--- src/hdl/lsha_pkg.sv ---
package lsha_pkg;

    localparam int SampleWidth  = 9;
    localparam int PercentWidth = 7;
    localparam int DutyWidth    = 8;
    localparam int DebWidth     = 8;
    localparam int CfgIdxWidth  = 3;
    localparam int CfgDataWidth = 8;

    localparam logic signed [SampleWidth-1:0] AngleMin = -9'sd135;
    localparam logic signed [SampleWidth-1:0] AngleMax = 9'sd135;
    localparam logic [SampleWidth-1:0]        AngleHalf = 9'd135;

    // raw = (angle + 135) * 100 / 270 = (x * 10) / 27
    // floor(n / 27) = (n * 2428) >> 16, exact for n <= 2700
    localparam logic [11:0] Div27Mul   = 12'd2428;
    localparam int          Div27Shift = 16;

    // duty = lvl * 255 / 100, floor(n / 100) = (n * 41944) >> 22, exact for n <= 32385
    localparam logic [15:0] Div100Mul   = 16'd41944;
    localparam int          Div100Shift = 22;

    localparam logic [DutyWidth-1:0]    DutyFull    = 8'd255;
    localparam logic [PercentWidth-1:0] ActiveLevel = 7'd10;

    localparam logic [PercentWidth-1:0] ClampLowReset  = 7'd0;
    localparam logic [PercentWidth-1:0] ClampHighReset = 7'd100;
    localparam logic [PercentWidth-1:0] AlertOnReset   = 7'd80;
    localparam logic [PercentWidth-1:0] AlertOffReset  = 7'd70;
    localparam logic [DebWidth-1:0]     DebounceReset  = 8'd3;

    typedef enum logic [CfgIdxWidth-1:0] {
        REG_CLAMP_LOW  = 3'd0,
        REG_CLAMP_HIGH = 3'd1,
        REG_ALERT_ON   = 3'd2,
        REG_ALERT_OFF  = 3'd3,
        REG_DEBOUNCE   = 3'd4
    } cfg_reg_t;

endpackage

--- src/hdl/level_scaler_hysteresis_alert.sv ---
// Angle sample to percent level, PWM duty and a debounced hysteresis alert.
//
// Input channel: sample_valid / sample_stall carry one signed angle_sample per
// request. Output channel: result_valid / result_stall carry raw_level, level,
// pwm_duty, alert and active_led, one result per sample, in order.
// Configuration: cfg_we writes cfg_data into the register at cfg_index
// (0 clamp_low, 1 clamp_high, 2 alert_on_level, 3 alert_off_level,
// 4 debounce_count); write only while no sample is in flight.
//
// The first register holds the raw level when a sample is accepted; the second
// holds the clamped result, sets result_valid and updates the alert/debounce
// state when it loads; that waits while a stalled result holds the output.
// One sample is accepted every cycle while the receiver does not stall.
// When the receiver stalls, the result register holds; one more sample is
// taken into the first stage, then sample_stall rises until the result moves.
// Reset clears both valid flags, the alert state and the bounce counter, and
// loads the configuration registers with their default values.
module level_scaler_hysteresis_alert
    import lsha_pkg::*;
(
    input  logic                           clk,
    input  logic                           rst_n,

    input  logic                           cfg_we,
    input  logic [CfgIdxWidth-1:0]         cfg_index,
    input  logic [CfgDataWidth-1:0]        cfg_data,

    input  logic                           sample_valid,
    output logic                           sample_stall,
    input  logic signed [SampleWidth-1:0]  angle_sample,

    output logic                           result_valid,
    input  logic                           result_stall,
    output logic [PercentWidth-1:0]        raw_level,
    output logic [PercentWidth-1:0]        level,
    output logic [DutyWidth-1:0]           pwm_duty,
    output logic                           alert,
    output logic                           active_led
);

    logic [PercentWidth-1:0] clamp_low_reg, clamp_high_reg;
    logic [PercentWidth-1:0] alert_on_reg, alert_off_reg;
    logic [DebWidth-1:0]     debounce_reg;

    logic                    s1_valid_reg;
    logic [PercentWidth-1:0] s1_raw_reg;

    logic                    out_valid_reg;
    logic [PercentWidth-1:0] out_raw_reg, out_level_reg;
    logic [DutyWidth-1:0]    out_duty_reg;
    logic                    out_active_reg;

    logic                    committed_reg, committed_next;
    logic                    pending_reg, pending_next;
    logic [DebWidth-1:0]     bounce_reg, bounce_next;

    logic                    s1_load, out_load;

    logic signed [SampleWidth-1:0] angle_sat;
    logic [SampleWidth-1:0]        angle_off;
    logic [11:0]                   raw_num;
    logic [23:0]                   raw_prod;
    logic [PercentWidth-1:0]       raw_calc;

    logic [PercentWidth-1:0] lvl;
    logic [15:0]             duty_num;
    logic [31:0]             duty_prod;
    logic [9:0]              duty_wide;
    logic [DutyWidth-1:0]    duty;
    logic                    desired;
    logic [DebWidth:0]       cnt;

    // ---------------- configuration ----------------
    always_ff @(posedge clk or negedge rst_n)
    begin
        if (!rst_n)
        begin
            clamp_low_reg  <= ClampLowReset;
            clamp_high_reg <= ClampHighReset;
            alert_on_reg   <= AlertOnReset;
            alert_off_reg  <= AlertOffReset;
            debounce_reg   <= DebounceReset;
        end
        else if (cfg_we)
        begin
            unique case (cfg_index)
                REG_CLAMP_LOW:  clamp_low_reg  <= cfg_data[PercentWidth-1:0];
                REG_CLAMP_HIGH: clamp_high_reg <= cfg_data[PercentWidth-1:0];
                REG_ALERT_ON:   alert_on_reg   <= cfg_data[PercentWidth-1:0];
                REG_ALERT_OFF:  alert_off_reg  <= cfg_data[PercentWidth-1:0];
                REG_DEBOUNCE:   debounce_reg   <= cfg_data[DebWidth-1:0];
                default:        ;
            endcase
        end
    end

    // ---------------- handshake ----------------
    assign out_load     = s1_valid_reg && (!out_valid_reg || !result_stall);
    assign sample_stall = s1_valid_reg && !out_load;
    assign s1_load      = sample_valid && !sample_stall;

    // ---------------- stage 1: raw level ----------------
    always_comb
    begin
        if (angle_sample < AngleMin)
            angle_sat = AngleMin;
        else if (angle_sample > AngleMax)
            angle_sat = AngleMax;
        else
            angle_sat = angle_sample;
        angle_off = $unsigned(angle_sat) + AngleHalf;
        raw_num   = {angle_off, 3'b000} + {2'b00, angle_off, 1'b0};
        raw_prod  = raw_num * Div27Mul;
        raw_calc  = raw_prod[Div27Shift +: PercentWidth];
    end

    always_ff @(posedge clk or negedge rst_n)
    begin
        if (!rst_n)
            s1_valid_reg <= 1'b0;
        else if (s1_load)
            s1_valid_reg <= 1'b1;
        else if (out_load)
            s1_valid_reg <= 1'b0;
    end

    always_ff @(posedge clk)
    begin
        if (s1_load)
            s1_raw_reg <= raw_calc;
    end

    // ---------------- stage 2: clamp, duty, alert ----------------
    always_comb
    begin
        priority if (s1_raw_reg < clamp_low_reg)
            lvl = clamp_low_reg;
        else if (s1_raw_reg > clamp_high_reg)
            lvl = clamp_high_reg;
        else
            lvl = s1_raw_reg;

        duty_num  = ({9'd0, lvl} << 8) - {9'd0, lvl};
        duty_prod = duty_num * Div100Mul;
        duty_wide = duty_prod[Div100Shift +: 10];
        duty      = (duty_wide > {2'b00, DutyFull}) ? DutyFull : duty_wide[DutyWidth-1:0];

        priority if (!committed_reg && lvl > alert_on_reg)
            desired = 1'b1;
        else if (committed_reg && lvl < alert_off_reg)
            desired = 1'b0;
        else
            desired = committed_reg;

        if (desired == pending_reg)
        begin
            pending_next = pending_reg;
            cnt          = {1'b0, bounce_reg} + 9'd1;
        end
        else
        begin
            pending_next = desired;
            cnt          = 9'd1;
        end

        if (cnt >= {1'b0, debounce_reg})
        begin
            committed_next = pending_next;
            bounce_next    = debounce_reg;
        end
        else
        begin
            committed_next = committed_reg;
            bounce_next    = cnt[DebWidth-1:0];
        end
    end

    always_ff @(posedge clk or negedge rst_n)
    begin
        if (!rst_n)
        begin
            out_valid_reg <= 1'b0;
            committed_reg <= 1'b0;
            pending_reg   <= 1'b0;
            bounce_reg    <= '0;
        end
        else
        begin
            if (out_load)
            begin
                out_valid_reg <= 1'b1;
                committed_reg <= committed_next;
                pending_reg   <= pending_next;
                bounce_reg    <= bounce_next;
            end
            else if (!result_stall)
                out_valid_reg <= 1'b0;
        end
    end

    always_ff @(posedge clk)
    begin
        if (out_load)
        begin
            out_raw_reg    <= s1_raw_reg;
            out_level_reg  <= lvl;
            out_duty_reg   <= duty;
            out_active_reg <= (lvl > ActiveLevel);
        end
    end

    assign result_valid = out_valid_reg;
    assign raw_level    = out_raw_reg;
    assign level        = out_level_reg;
    assign pwm_duty     = out_duty_reg;
    assign alert        = committed_reg;
    assign active_led   = out_active_reg;

endmodule
--- config.mk ---
export PLATFORM = sky130hd
export DESIGN_NAME = level_scaler_hysteresis_alert
export DESIGN_NICKNAME = d
export VERILOG_FILES = /design/src/hdl/lsha_pkg.sv /design/src/hdl/level_scaler_hysteresis_alert.sv
export SDC_FILE = /design/constraint.sdc
export NUM_CORES = 1
export LEC_CHECK = 0
export BUFFER_PORTS_ARGS = -buffer_cell sky130_fd_sc_hd__buf_2
export CORE_UTILIZATION = 35
export DETAILED_ROUTE_END_ITERATION = 8
export MAX_ROUTING_LAYER = met4
export PLACE_DENSITY = 0.52
export RECOVER_POWER = 25
export SLEW_MARGIN = 20
export SYNTH_ARGS = -nofsm -noshare
export SYNTH_HDL_FRONTEND = slang
export SYNTH_SLANG_ARGS = --single-unit
--- constraint.sdc ---
create_clock -name clk -period 7.46 [get_ports clk]
set_input_delay 0.373 -clock clk [delete_from_list [all_inputs] [get_ports clk]]
set_output_delay 0.373 -clock clk [all_outputs]
set_load 0.03 [all_outputs]
== Yosys cells after proc, flatten, opt, wreduce, memory -nomap -nowiden ==
Cells that the tools add are included.
W data, S select, Z words.

* Output and inout bits: 26
* Register bits after elaboration: 78
* Bits of input ports: 25
* Logic and storage cells: 68

* Multipliers: 2
* Muxes and demuxes: 13
* Reductions and logical operators: 19
* Magnitude comparators: 9
* Add/sub/neg operators: 4
* Eq/ne operators: 6

{| class="wikitable"
|+ Operators by type and width
! cell !! number
|-
| $mul A16 B13 Y29 const B || 1
|-
| $mux W9 || 3
|-
| $mul A12 B10 Y21 const B || 1
|-
| $sub A15 B7 Y16 || 1
|-
| $gt A7 B7 Y1 || 2
|-
| $lt A7 B7 Y1 || 2
|-
| $mux W7 || 2
|-
| $add A12 B10 Y12 || 1
|-
| $reduce_and A2 Y1 || 6
|-
| $gt A10 B8 Y1 const B || 1
|-
| $add A8 B1 Y9 const B || 1
|-
| $add A9 B8 Y9 const B || 1
|-
| $ge A9 B8 Y1 || 1
|-
| $gt A9 B9 Y1 const B || 1
|-
| $lt A9 B9 Y1 const B || 1
|-
| $mux W8 || 1
|-
| $gt A7 B4 Y1 const B || 1
|-
| $mux W1 || 7
|-
| $eq A3 B2 Y1 const B || 2
|-
| $logic_and A1 B1 Y1 || 5
|-
| $logic_not A1 Y1 || 5
|-
| $eq A3 B1 Y1 const B || 1
|-
| $eq A3 B3 Y1 const B || 1
|-
| $logic_not A3 Y1 || 1
|-
| 4 further kinds || 4
|}

== Logic depth before layout (Yosys ltp) ==
Gate-level depths: netlist of run 1.

* Depth after elaboration: 11
* Depth in mapped cells: 39
* Mapped depth without buffers: 38

== Worst setup path before layout of run 1 ==
OpenSTA, ideal clock, no wires.

* Kind: input to register
* From: in angle_sample[6]
* To: reg s1_raw_reg[6] (data pin)
* Data arrival time: 8122 ps
* Path buffers: 0
* Path slack: -922 ps
* Stages on the path: 34
* Setup time: 259 ps
* Data required time: 7201 ps
* Cell sequence: or4_1 -> and2_1 -> or3_1 -> inv_1 -> ha_1 -> and2_1 -> a222oi_1 -> nor2_1 -> a21oi_1 -> o211a_1 -> ha_1 -> a21oi_1 -> o21bai_1 -> a21oi_1 -> o21bai_1 -> a21oi_1 -> xnor2_1 -> fa_1 -> fa_1 -> inv_1 -> fa_1 -> inv_1 -> fa_1 -> inv_1 -> fa_1 -> inv_1 -> ha_1 -> a21oi_1 -> o21ai_0 -> o31a_1 -> o41a_1 -> a21o_1 -> a21oi_1 -> xnor2_1

* Cells in the longest elaborated chain, start to end: 6
* Elaborated cells on any way between the ends: 7
* Those cells by class: add/sub (2); mul (1); order compare (2); mux (2)

{| class="wikitable"
|+ Ends and longest elaborated chain
! item !! RTL line !! text
|-
| from (decl) || level_scaler_hysteresis_alert.sv:30 || <nowiki>input logic signed [SampleWidth-1:0] angle_sample,</nowiki>
|-
| $gt A9 B9 Y1 || level_scaler_hysteresis_alert.sv:107 || <nowiki>else if (angle_sample > AngleMax)</nowiki>
|-
| $mux W9 || level_scaler_hysteresis_alert.sv:107 ||
|-
| $mux W9 * || level_scaler_hysteresis_alert.sv:105 || <nowiki>if (angle_sample < AngleMin)</nowiki>
|-
| $add A9 B8 Y9 * || level_scaler_hysteresis_alert.sv:111 || <nowiki>angle_off = $unsigned(angle_sat) + AngleHalf;</nowiki>
|-
| $add A12 B10 Y12 * || level_scaler_hysteresis_alert.sv:112 || <nowiki>raw_num = {angle_off, 3'b000} + {2'b00, angle_off, 1'b0};</nowiki>
|-
| $mul A12 B10 Y21 * || level_scaler_hysteresis_alert.sv:113 || <nowiki>raw_prod = raw_num * Div27Mul;</nowiki>
|-
| net raw_prod[22] || level_scaler_hysteresis_alert.sv:62 || <nowiki>logic [23:0] raw_prod;</nowiki>
|-
| to (signal assigned) || level_scaler_hysteresis_alert.sv:130 || <nowiki>s1_raw_reg <= raw_calc;</nowiki>
|-
| to (decl) || level_scaler_hysteresis_alert.sv:46 || <nowiki>logic [PercentWidth-1:0] s1_raw_reg;</nowiki>
|}

The timed path passes the listed nets; every way through them passes the cells marked *.
A chain may end at the register's enable or synchronous reset.

== Worst setup path in the final report of run 1 ==
* From: in angle_sample[3]
* To: reg s1_raw_reg[6] (data pin)

The elaborated chain is that of the path after synthesis.

==> flow_summary.json, run 1 <==
{
  "status": "complete, but fails checks",
  "violations": "capacitance limit, slew limit, setup timing",
  "syn_area_um2": 10900,
  "num_vias": 8140,
  "fillerInstances": 2952,
  "pin_count": 51,
  "fin_nets": 1717,
  "yosys_warnings": 0,
  "mostFrequentLayoutCells": "inv_1 (237), ha_1 (181), buf_4 (175)",
  "r2r_slack_ns": 0.02,
  "clock-sinks": 78,
  "drive_gt1_share_pct": 31.0,
  "setup_tns_ns": -0.136,
  "core_area_um2": 30700,
  "setup_viol": 2,
  "worstSetupStartpointType": "primary input",
  "final_antenna_net_count": 0,
  "worstReg2RegStart": "s1_raw_reg[5]$_DFFE_PP_",
  "drt_iter0_drc": 278,
  "finClkSkew_ns": 0.0217,
  "wirelength_um": 25100,
  "cts_inserted_buffers": 9,
  "row_count": 64,
  "die_area_um2": 32000,
  "finalMaxSlewViolations": 49,
  "grt_pass1_wl_um": 42300,
  "period_needed_ns": 7.55,
  "setup_slack_ns": -0.0872,
  "hold_violations": 0,
  "placedInstanceArea_um2": 13100,
  "place_congestion": 0.800,
  "drc_errors": 0,
  "wl_per_cell_um": 14.2,
  "finish.instance_area_um2": 14400,
  "grtUsageTotal_pct": 17.3,
  "worstMarginPinSlew_ns": 2.68,
  "post_drt_via_cell_ratio": 4.61,
  "r2r_end": "pwm_duty[7]$_SDFFCE_PN1P_",
  "slew_headroom_pct": -78.7,
  "seq_area_frac_synth_pct": 19.3,
  "overflow": 0,
  "postSynthAreaPerCell_um2": 9.78,
  "cts_tree": "built",
  "worst_hold_path.endpoint": "s1_valid_reg$_DFFE_PN0P_",
  "start_util_pct": 35.7,
  "syn_inst": 1119,
  "critPathMostFrequentCell": "fa_1",
  "synth_top_cell_by_area": "ha_1",
  "async_flop_share_pct": 61.5,
  "crit_path_max_fanout": 4,
  "cp.required_ns": 7.55,
  "cts_max_level": 3,
  "grt_max_degree": 49,
  "synth_edf_count": 30,
  "grt_antenna_before_repair": 0,
  "ys_ff_latch": 78,
  "hold-path-cell-count": 2,
  "synthFlopType": "dfrtp_1",
  "crit_arrival_ns": 7.64,
  "synth_top_area_share_pct": 24.6,
  "hold_start": "sample_valid",
  "r2r_cells": 29,
  "diodes": 0,
  "path_clk_slew_ns": 0.06,
  "area_growth_pct": 31.5,
  "crit_slowest_cell": "or4_4",
  "die_w_um": 179,
  "cts-root-buf": "clkbuf_16",
  "rsz0062_at_grt": "true",
  "period_share_pct": 101,
  "fp.dieH_um": 179,
  "whs_ns": 0.230,
  "drv_cap": 1,
  "ys_types": 82,
  "min_path_type": "in -> reg",
  "drtPass1Iterations": 4,
  "clkLatencyLatePin_ns": 0.36,
  "final_common_cell": "inv_1",
  "max_freq_mhz": 132,
  "port_buffers": 50,
  "final_core_util_pct": 46.9,
  "grt_pass1_vias": 8778,
  "synth.top_cells.by_area": "ha_1 (25%), fa_1 (20%), dfrtp_1 (8.7%)",
  "worstSetupEndpointType": "flip-flop",
  "slowest_delay_ns": 0.52,
  "dp_hpwl_um": 20700,
  "clockBufferDepth": 2,
  "crit_type": "in -> reg"
}
[Yosys cell counts (10+ instances only)]
cell type	instances
a21o_1	19
nor2b_1	10
nand2_1	68
ha_1	215
edfxtp_1	30
mux2_2	16
nor3_1	11
and2_1	11
fa_1	111
dfstp_2	10
mux2i_1	14
xor2_1	12
nand3_1	16
a21oi_1	30
xnor2_1	24
nor2_1	40
o21ai_0	63
dfrtp_1	38
inv_1	253
[kinds of logic (layout without fill, tap and decap cells)]
logic type	Yosys count	in the layout	synth area share, %
AOI/OAI and AO/OA	178	178	11.0
xor gates and xnor gates	37	37	3.03
adders and majority gates	326	326	44.9
buffers and inverters	265	511	9.13
DFF	78	78	19.3
muxes	32	32	3.24
other	2	8	0.0686
and+or+nand+nor	201	201	9.32
[timing repair]
item	CTS	global route
resized for setup	60	85
endpoints found under the setup margin	11	15
hold buffers	0	0
gates cloned	0	0
setup buffers	7	15
pin swaps	67	70
[worst max-delay path, delay by kind of cell]
| kind | cells | cell delay, ns |
|---|---|---|
| AOI/OAI and AO/OA | 11 | 1.88 |
| and+or+nand+nor | 9 | 1.63 |
| xor gates and xnor gates | 2 | 0.22 |
| adders and majority gates | 8 | 3.00 |
| buffers and inverters | 7 | 0.53 |
[how the worst max path moves through the flow]
stage | cells past startpoint | end | slack, ns | start
global placement | 36 | s1_raw_reg[6]$_DFFE_PP_ | -0.49 | angle_sample[3]
CTS | 28 | pwm_duty[7]$_SDFFCE_PN1P_ | -0.06 | s1_raw_reg[5]$_DFFE_PP_
floorplan | 34 | s1_raw_reg[6]$_DFFE_PP_ | -0.48 | angle_sample[3]
finish | 37 | s1_raw_reg[6]$_DFFE_PP_ | -0.09 | angle_sample[3]
detailed placement | 36 | s1_raw_reg[6]$_DFFE_PP_ | -0.58 | angle_sample[3]
global route | 37 | s1_raw_reg[6]$_DFFE_PP_ | -0.38 | angle_sample[3]
[per-layer routing]
| layer | track usage [%] | wire, um |
|---|---|---|
| met5 | - | 0 |
| met4 | 3.88 | 309 |
| met3 | 2.04 | 524 |
| met2 | 29.5 | 12300 |
| met1 | 22.0 | 11900 |
[metrics by stage]
step	instances	setup slack, ns
final	1767	-0.0872
after CTS	1753	-0.0587
after global placement	1731	-0.494
after global routing	1767	-0.379
after detailed placement	1731	-0.575
after floorplan	1125	-0.481
[area by class of cell]
class	instances	area [um^2]	share of cell area [%]
flip-flops and latches	78	2110	14.7
multi-input cells	782	8760	60.9
inverters	256	963	6.70
well taps	396	495	3.44
repair buffers	239	1740	12.1
clock inverters	3	40.0	0.278
clock buffers	13	283	1.97
Power of run 1 is left out: the tool's default activity adds up to more than one toggle a clock period on the data nets, which glitch-free logic cannot reach.
==> run 2: changes to the inputs <==
Settings changed: ABC_AREA from default to 1, CTS_CLUSTER_DIAMETER from default to 200.
==> run 2 against run 1 <==
  * Design area decreased by 9.9%
  * Synthesized area increased by 6.8%
  * The run ends with capacitance limit, slew limit left
  * Critical path depth increased by 1
==> flow_summary.json, run 2 <==
{
  "status": "complete, but fails checks",
  "violations": "capacitance limit, slew limit",
  "post_drt_via_cell_ratio": 4.57,
  "crit_arrival_ns": 7.06,
  "final_antenna_net_count": 0,
  "finalMaxSlewViolations": 49,
  "worstSetupEndpointType": "flip-flop",
  "die_area_um2": 34100,
  "syn_inst": 1392,
  "cts-root-buf": "clkbuf_16",
  "grt_pass1_wl_um": 43800,
  "slew_headroom_pct": -74.7,
  "area_growth_pct": 11.0,
  "drv_cap": 1,
  "async_flop_share_pct": 61.5,
  "place_congestion": 0.886,
  "path_clk_slew_ns": 0.07,
  "crit_slowest_cell": "dfstp_2",
  "row_count": 66,
  "num_vias": 8759,
  "setup_viol": 0,
  "synth_top_cell_by_area": "ha_1",
  "postSynthAreaPerCell_um2": 8.39,
  "final_common_cell": "inv_1",
  "rsz0062_at_grt": "false",
  "fp.dieH_um": 185,
  "yosysMostFrequentCell": "inv_1",
  "critPathTopFamily": "adder cells",
  "crit_type": "reg -> reg",
  "worstMarginPinSlew_ns": 2.62,
  "clkLatencyLatePin_ns": 0.36,
  "path_buf_inv": 8,
  "cts_max_level": 3,
  "holdBufCountCts": 0,
  "pin_count": 51,
  "finClkSkew_ns": 0.0118,
  "overflow": 0,
  "wl_per_cell_um": 13.4,
  "hold_violations": 0,
  "synth_top_area_share_pct": 23.0,
  "period_needed_ns": 6.96,
  "yosys_warnings": 0,
  "dp_hpwl_um": 22000,
  "grtUsageTotal_pct": 16.7,
  "crit_path_max_fanout": 9,
  "seq_area_frac_synth_pct": 18.1,
  "synth.top_cells.by_area": "ha_1 (23%), fa_1 (19%), inv_1 (10%)",
  "mostFrequentLayoutCells": "inv_1 (325), nand2_1 (239), ha_1 (214)",
  "clockBufferDepth": 2,
  "critPathMostFrequentCell": "inv_1",
  "ys_ff_latch": 78,
  "cts_tree": "built",
  "drc_errors": 0,
  "setup_tns_ns": 0,
  "ys_types": 54,
  "worstSetupStartpointType": "flip-flop",
  "drive_gt1_share_pct": 11.9,
  "core_area_um2": 32700,
  "fin_nets": 1819,
  "cp.required_ns": 7.57,
  "clock-sinks": 78,
  "min_path_type": "in -> reg",
  "slowest_delay_ns": 0.54,
  "grt_max_degree": 49,
  "die_w_um": 185,
  "drt_iter0_drc": 357,
  "diodes": 0,
  "synth_commonest_cells": "inv_1 (326), nand2_1 (239), ha_1 (215)",
  "max_freq_mhz": 144,
  "period_share_pct": 93.2,
  "syn_area_um2": 11700,
  "drtPass1Iterations": 4,
  "grt_pass1_vias": 8956,
  "cts_inserted_buffers": 9,
  "synth_edf_count": 30,
  "wirelength_um": 25700,
  "start_util_pct": 35.7,
  "grt_antenna_before_repair": 0,
  "port_buffers": 50,
  "synthFlopType": "dfrtp_1"
}
## run 2: area by class of cell
class	instances	area, um^2
fillers	3405	19700
multi-input cells	967	8300
flip-flops and latches	78	2110
inverters	343	1290
well taps	442	553
repair buffers	69	389
clock buffers	9	225
clock inverters	7	88.8
## run 2: worst register-to-register path, delay by kind of cell (launching register included)
family / cells / cell delay (ns)
AOI/OAI and AO/OA: 3 / 0.44
xor gates and xnor gates: 2 / 0.31
adders and majority gates: 8 / 3.13
buffers and inverters: 8 / 0.58
DFF: 1 / 0.54
and+or+nand+nor: 17 / 1.72
## run 2: logic make-up (layout without fill, tap and decap cells)
kind of cell             Yosys count  after routing  synth area share, %
other                              2              8               0.0643
AO/OA/AOI/OAI                    154            154                 7.41
adder cells (fa/ha/maj)          326            326                 42.1
XOR/XNOR                          34             34                 2.61
flip-flops                        78             78                 18.1
AND/OR/NAND/NOR                  445            445                 18.2
buffers and inverters            353            428                 11.5
## run 2: path summary, 6_finish.rpt
kind	end	slack [ns]	startpoint	cells after the start
max	pwm_duty[5]$_SDFFCE_PN1P_	0.50	clamp_high_reg[6]$_DFFE_PN1P_	38
min	s1_valid_reg$_DFFE_PN0P_	0.25	sample_valid	3
max in group asynchronous	alert_on_reg[1]$_DFFE_PN0P_	5.04	rst_n	2
min in group asynchronous	result_valid$_DFFE_PN0P_	0.93	rst_n	2
min reg2reg	alert_on_reg[2]$_DFFE_PN0P_	0.49	alert_on_reg[2]$_DFFE_PN0P_	2
max reg2reg	pwm_duty[5]$_SDFFCE_PN1P_	0.50	clamp_high_reg[6]$_DFFE_PN1P_	38
## run 2: per-stage QoR
step / instance area [um^2] / cells / util (%) / hold slack (ns) / setup WS, ns
floorplan: 11700 / 1398 / - / 0.0774 / 0.557
global placement: 12600 / 1893 / 38.4 / 0.466 / 0.285
detailed placement: 12600 / 1893 / 38.4 / 0.474 / 0.0897
CTS: 12900 / 1909 / 39.3 / 0.131 / 0.226
global route: 13000 / 1915 / 39.6 / 0.261 / 0.00265
finish: 13000 / 1915 / 39.6 / 0.254 / 0.505
## run 2: repair_timing
item                       CTS  global route
setup endpoints to repair    0            11
setup buffers                0             6
gates resized for setup      0            10
## run 2: metal layers
layer / global-route usage (%) / wire length [um] / vias to the layer above
li1: - / - / 4551
met1: 22.1 / 12800 / 4145
met2: 27.9 / 12300 / 54
met3: 1.62 / 430 / 9
met4: 3.27 / 190 / 0
met5: - / 0 / -
Power of run 2 is left out for the same reason.
